$ cat src/uerm_pkg.sv
// Package for the four-channel ultrasonic echo ranger with median-of-four filter.
// Holds payload structs, controller/datapath command types and arithmetic constants.
// Used by uerm_ctrl, uerm_dp and ultrasonic_echo_ranger_median_top.
`default_nettype none

package uerm_pkg;

    // Geometry
    localparam int CHANNELS   = 4;
    localparam int CH_W       = 2;
    localparam int TIME_WIDTH = 32;
    localparam int RING_DEPTH = 4;
    localparam int PTR_W      = 2;
    localparam int SPEED_W    = 12;
    localparam int DIST_W     = 24;

    // Arithmetic widths
    localparam int T8_W   = TIME_WIDTH - 3;     // ticks / 8
    localparam int Q_W    = 27;                 // ticks / 40
    localparam int P_W    = Q_W + SPEED_W;      // quotient times speed
    localparam int PROD1_W = T8_W + 32;
    localparam int PROD2_W = 27 + 32;

    // x / 5 == (x * RECIP5) >> 34, exact for any 32-bit x
    localparam logic [31:0] RECIP5      = 32'hCCCC_CCCD;
    localparam int          RECIP_SHIFT = 34;

    // p / 40 reaches 2^24 at this bound
    localparam logic [P_W-1:0] DIST_LIMIT = P_W'(64'd671088640);
    localparam logic [DIST_W-1:0] DIST_MAX = '1;

    localparam logic [SPEED_W-1:0] SPEED_RESET = 12'd3435;

    typedef struct packed {
        logic [CHANNELS-1:0]   echo_lines;
        logic [TIME_WIDTH-1:0] time_now;
    } uerm_in_t;

    typedef struct packed {
        logic [CH_W-1:0]   channel;
        logic [DIST_W-1:0] raw_distance;
        logic [DIST_W-1:0] filtered_distance;
        logic              last;
    } uerm_out_t;

    typedef enum logic [2:0] {
        ST_IDLE,
        ST_SCAN,
        ST_MUL1,
        ST_MUL2,
        ST_MUL3,
        ST_WRITE,
        ST_SORT,
        ST_EMIT
    } uerm_state_t;

    // Controller -> datapath
    typedef struct packed {
        logic accept;
        logic scan;
        logic mul1;
        logic mul2;
        logic mul3;
        logic wr_ring;
        logic sort;
        logic emit;
    } uerm_cmd_t;

    // Datapath -> controller
    typedef struct packed {
        logic fall_pending;
        logic out_free;
    } uerm_stat_t;

endpackage

`default_nettype wire

$ cat src/uerm_ctrl.sv
// Sequencer for the echo ranger: walks each falling edge through the datapath.
// Depends on uerm_pkg for the state enum and the command/status structs.
`default_nettype none

module uerm_ctrl (
    input  wire logic                 clk,
    input  wire logic                 rst_n,
    input  wire logic                 in_valid,
    output logic                      in_stall,
    input  wire uerm_pkg::uerm_stat_t stat,
    output uerm_pkg::uerm_cmd_t       cmd
);

    uerm_pkg::uerm_state_t state_reg;
    uerm_pkg::uerm_state_t state_next;

    // State register
    always_ff @(posedge clk or negedge rst_n)
    begin
        if (!rst_n)
        begin
            state_reg <= uerm_pkg::ST_IDLE;
        end
        else
        begin
            state_reg <= state_next;
        end
    end

    // Next state and commands
    always_comb
    begin
        state_next = state_reg;
        cmd        = '0;
        in_stall   = 1'b1;
        case (state_reg)
            uerm_pkg::ST_IDLE:
            begin
                in_stall = 1'b0;
                if (in_valid)
                begin
                    cmd.accept = 1'b1;
                    state_next = uerm_pkg::ST_SCAN;
                end
            end
            uerm_pkg::ST_SCAN:
            begin
                if (stat.fall_pending)
                begin
                    cmd.scan   = 1'b1;
                    state_next = uerm_pkg::ST_MUL1;
                end
                else
                begin
                    state_next = uerm_pkg::ST_IDLE;
                end
            end
            uerm_pkg::ST_MUL1:
            begin
                cmd.mul1   = 1'b1;
                state_next = uerm_pkg::ST_MUL2;
            end
            uerm_pkg::ST_MUL2:
            begin
                cmd.mul2   = 1'b1;
                state_next = uerm_pkg::ST_MUL3;
            end
            uerm_pkg::ST_MUL3:
            begin
                cmd.mul3   = 1'b1;
                state_next = uerm_pkg::ST_WRITE;
            end
            uerm_pkg::ST_WRITE:
            begin
                cmd.wr_ring = 1'b1;
                state_next  = uerm_pkg::ST_SORT;
            end
            uerm_pkg::ST_SORT:
            begin
                cmd.sort   = 1'b1;
                state_next = uerm_pkg::ST_EMIT;
            end
            uerm_pkg::ST_EMIT:
            begin
                // hold until the output register can take the result
                if (stat.out_free)
                begin
                    cmd.emit   = 1'b1;
                    state_next = uerm_pkg::ST_SCAN;
                end
            end
            default:
            begin
                state_next = uerm_pkg::ST_IDLE;
            end
        endcase
    end

endmodule

`default_nettype wire

$ cat config.mk
export PLATFORM = sky130hd
export DESIGN_NAME = uerm_ctrl
export DESIGN_NICKNAME = d
export VERILOG_FILES = /design/src/uerm_pkg.sv /design/src/uerm_ctrl.sv
export SDC_FILE = /design/constraint.sdc
export NUM_CORES = 1
export LEC_CHECK = 0
export ABC_AREA = 1
export ABC_CLOCK_PERIOD_IN_PS = 1100
export CORE_AREA = 2 2 39 41
export CTS_CLUSTER_DIAMETER = 60
export DETAILED_ROUTE_END_ITERATION = 12
export DIE_AREA = 0 0 41 43
export DONT_BUFFER_PORTS = 1
export MAX_ROUTING_LAYER = met4
export PLACE_DENSITY_LB_ADDON = 0.1
export SKIP_CTS_REPAIR_TIMING = 1
export SYNTH_ARGS = -nofsm -noshare
export SYNTH_HDL_FRONTEND = slang
export SYNTH_SLANG_ARGS = --single-unit
$ cat constraint.sdc
create_clock -name clk -period 1.1 [get_ports clk]
set_input_delay 0.055 -clock clk [delete_from_list [all_inputs] [get_ports clk]]
set_output_delay 0.055 -clock clk [all_outputs]
set_load 0.05 [all_outputs]
# After elaboration in Yosys (flattened, before gate mapping)
# Cells that the tools add are included.
word_totals:
  regBits: 3
  out_inout_bits: 9
op_classes:
  mux: 16
  n_eq_ne: 9
  reduce_logical: 2
ops:
  columns: ["cell", "n"]
  rows:
  - ["one-hot mux 3 bit (8 select lines)", 1]
  - ["== test 3 bit, second input constant", 4]
  - ["two-way mux 1 bit", 12]
  - ["== test 3 x 2 -> 1 bit, second input constant", 2]
  - ["two-way mux 3 bit", 2]
  - ["!= test 2 bit, second input constant", 2]
  - ["== test 3 x 1 -> 1 bit, second input constant", 1]
  - ["logical NOT 3 bit", 1]
  - ["two-way mux 2 bit", 1]
  - ["AND reduction 2 bit", 1]

# Depth between registers and ports, before layout
depth:
  word_depth: 3
  depth_mapped: 6
  depth_no_buf: 5

# Worst setup path after synthesis
# No wires, ideal clock.
synth_timing:
  path_type: "register to output"
  from: "reg state_reg[0]"
  to: "out cmd[7] (netlist name)"
  stages_incl_launch_ff: 5
  path_slack_ps: -772
  t_arrival_ps: 1817
  required_ps: 1045
  n_path_buf: 1
  path_cell_list: "dfrtp_1 -> buf_4 -> inv_1 -> nand3_1 -> nor2_1"
synth_rtl:
  columns: ["element", "line_no", "source"]
  rows:
  - ["start, declared", "uerm_ctrl.sv:14", "uerm_pkg::uerm_state_t state_reg;"]
  - ["start signal, assigned", "uerm_ctrl.sv:22", "state_reg <= uerm_pkg::ST_IDLE;"]
  - ["start signal, assigned", "uerm_ctrl.sv:26", "state_reg <= state_next;"]
  - ["end, declared", "uerm_ctrl.sv:11", "output uerm_pkg::uerm_cmd_t cmd"]

==> impl_metrics.tcl <==
set metrics [dict create \
    status "finished with violations" \
    violations "setup timing" \
    p_leak_uw 0.000262 \
    worst_path_largest_cell_delay_ns 0.45 \
    synth_edf_count 0 \
    worstPathRequired_ns 1.04 \
    start_util_pct 16.2 \
    fin_skew_ns 0.00817 \
    grt_max_degree 7 \
    antenna_found_initial 0 \
    grt_usage_pct 8.83 \
    fin_nets 62 \
    ff2ff_path_depth 4 \
    area_delta_synth_final_pct 155 \
    clock-root-buffer "clkbuf_4" \
    io_buffers 0 \
    use_met1_pct 13.1 \
    switchingPower_uw 1010 \
    whs_ns 0.0225 \
    yosysWarningCount 0 \
    slowest_stage "dfrtp_2" \
    numCtsBuffers 3 \
    path_class "flop to primary output" \
    die_w_microns 41 \
    grt_pass1_wl_mm 1.07 \
    setup_violations 9 \
    finalWirelength_microns 790 \
    setup_tns_ns -1.11 \
    dr_total_vias 284 \
    hp-class "primary input to flop" \
    yosysTopAreaCell "dfrtp_1" \
    dp_hpwl_microns 561 \
    use_met2_pct 12.2 \
    ioPinCount 14 \
    max-slew-margin-rel_pct 86.5 \
    fmax_ghz 0.796 \
    first_pass_iters 3 \
    htreeDepth 1 \
    finalHoldViolations 0 \
    seq_power_share_pct 15.1 \
    cts_buffer_depth 2 \
    wire_per_inst_microns 11.0 \
    utilization_pct 41.2 \
    clk_pin_slew_ns 0.04 \
    critPathCaptureType "primary output" \
    grt-busiest-layer "met1" \
    post-route-min-period_ns 1.26 \
    async_flop_share_pct 100 \
    die_y_microns 43 \
    cell_internal_pwr_uw 971 \
    ys_types 11 \
    final_cells 72 \
    yosysTopAreaCellShare_pct 33.5 \
    rsz0062_at_grt "true" \
    arrival_ns 1.20 \
    synth_top_flop_cell "dfrtp_1" \
    coreArea_sq_mm 0.00138 \
    startpoint_type "flop" \
    row_count 14 \
    vias_per_cell 3.94 \
    power_density_mw_per_mm2 3470 \
    grt_overflow_total 0 \
    drive_gt1_share_pct 66.1 \
    synth_common_cells "nand2_1, nor2_1, inv_1, dfrtp_1" \
    largest_register_ffs 3 \
    drc 0 \
    synth_nets 41 \
    worstPathCellList "buf_6, nor3_4, buf_12" \
    dp_cells 62 \
    yosysMostFrequentCell "nand2_1" \
    synth_cells 36 \
    maxCapViolations 0 \
    gp_congestion 0.767 \
    yosysSeqAreaShare_pct 33.5 \
    first_global_vias 258 \
    ys_seq_elements 3 \
    use_met3_pct 0 \
    ir_drop_mv 1.23 \
    timing.final.crit_share_pct 114 \
    setup_slack_ns -0.157 \
    place_ws_ns 0.0473 \
    drtAntennaViolNets 0 \
    clockPowerShare_pct 10.0 \
    antennaDiodeCount 0 \
    avgSynthCellArea_sq_um 6.22 \
    synth.top_cells.by_area "dfrtp_1, nand2_1, nor2_1" \
    worst_slew_pin_slew_ns 0.202 \
    synthesis.area_sq_um 224 \
    maxSlewViolCount 0 \
    clock-sinks 3 \
    drt_iter0_markers 1 \
    min_path_cells 3 \
    die-area_sq_mm 0.00176 \
    comb_power_share_pct 74.8 \
    swShare_pct 50.9 \
    clk_latency_ns 0.23 \
    critPathMaxFanout 5 \
    cts_tree "built" \
]
cell usage in the layout (no fill, tap or decap), drive strengths merged:
cell type / synthesis / routed
dfrtp: 3 / 3
a21oi: 1 / 1
nor2: 7 / 7
buf: 2 / 17
nand2: 8 / 8
nand4: 2 / 2
clkbuf: 0 / 4
nor3: 3 / 3
nand3: 2 / 2
dlygate4sd3: 0 / 1
inv: 8 / 8
cell type report:
| type | count | area (sq um) |
|---|---|---|
| Clock buffer | 4 | 26.3 |
| Fill cell | 157 | 813 |
| Inverter | 8 | 35.0 |
| Multi-Input combinational cell | 23 | 170 |
| Sequential cell | 3 | 78.8 |
| Tap cell | 16 | 20.0 |
| Timing Repair Buffer | 18 | 240 |
power by group through the flow:
stage	combinational [uW]	clock [uW]	sequential (uW)
after CTS	1260	207	255
after global routing	1560	221	310
final	1480	199	299
after global placement	1250	0	258
after detailed placement	1260	0	251
after floorplan	836	0	209
final timing paths:
check | from | to | slack [ns]
min in group asynchronous | rst_n | state_reg[1] | 0.07
hold / removal | stat[0] | state_reg[1] | 0.02
setup / recovery | state_reg[2] | cmd[6] | -0.16
hold reg to reg | state_reg[1] | state_reg[1] | 0.64
setup reg to reg | state_reg[0] | state_reg[2] | 0.01
max in group asynchronous | rst_n | state_reg[2] | 0.86
kinds of logic after synthesis:
family	count (synthesis)	share of synthesized area (%)
AOI/OAI and AO/OA	1	2.23
buffers and inverters	10	20.1
DFF	3	33.5
and+or+nand+nor	22	44.1
through the flow:
| step | area, sq um | total power (uW) |
|---|---|---|
| 2_1_floorplan | 280 | 1040 |
| 3_3_place_gp | 459 | 1510 |
| 3_5_place_dp | 459 | 1510 |
| 4_1_cts | 485 | 1720 |
| 5_1_grt | 571 | 2100 |
| 6_report | 571 | 1980 |
metal layers:
layer | vias to the layer above | part of all wire (%)
li1 | 151 | -
met1 | 126 | 39
met2 | 7 | 56
met3 | 0 | 4.1
met4 | 0 | 0
met5 | - | 0
worst max-delay path, delay by kind of cell (launching register included):
kind / cells / cell delay [ns]
DFF: 1 / 0.45
buffers and inverters: 2 / 0.31
and+or+nand+nor: 1 / 0.21
(Power assumes the default switching activity.)
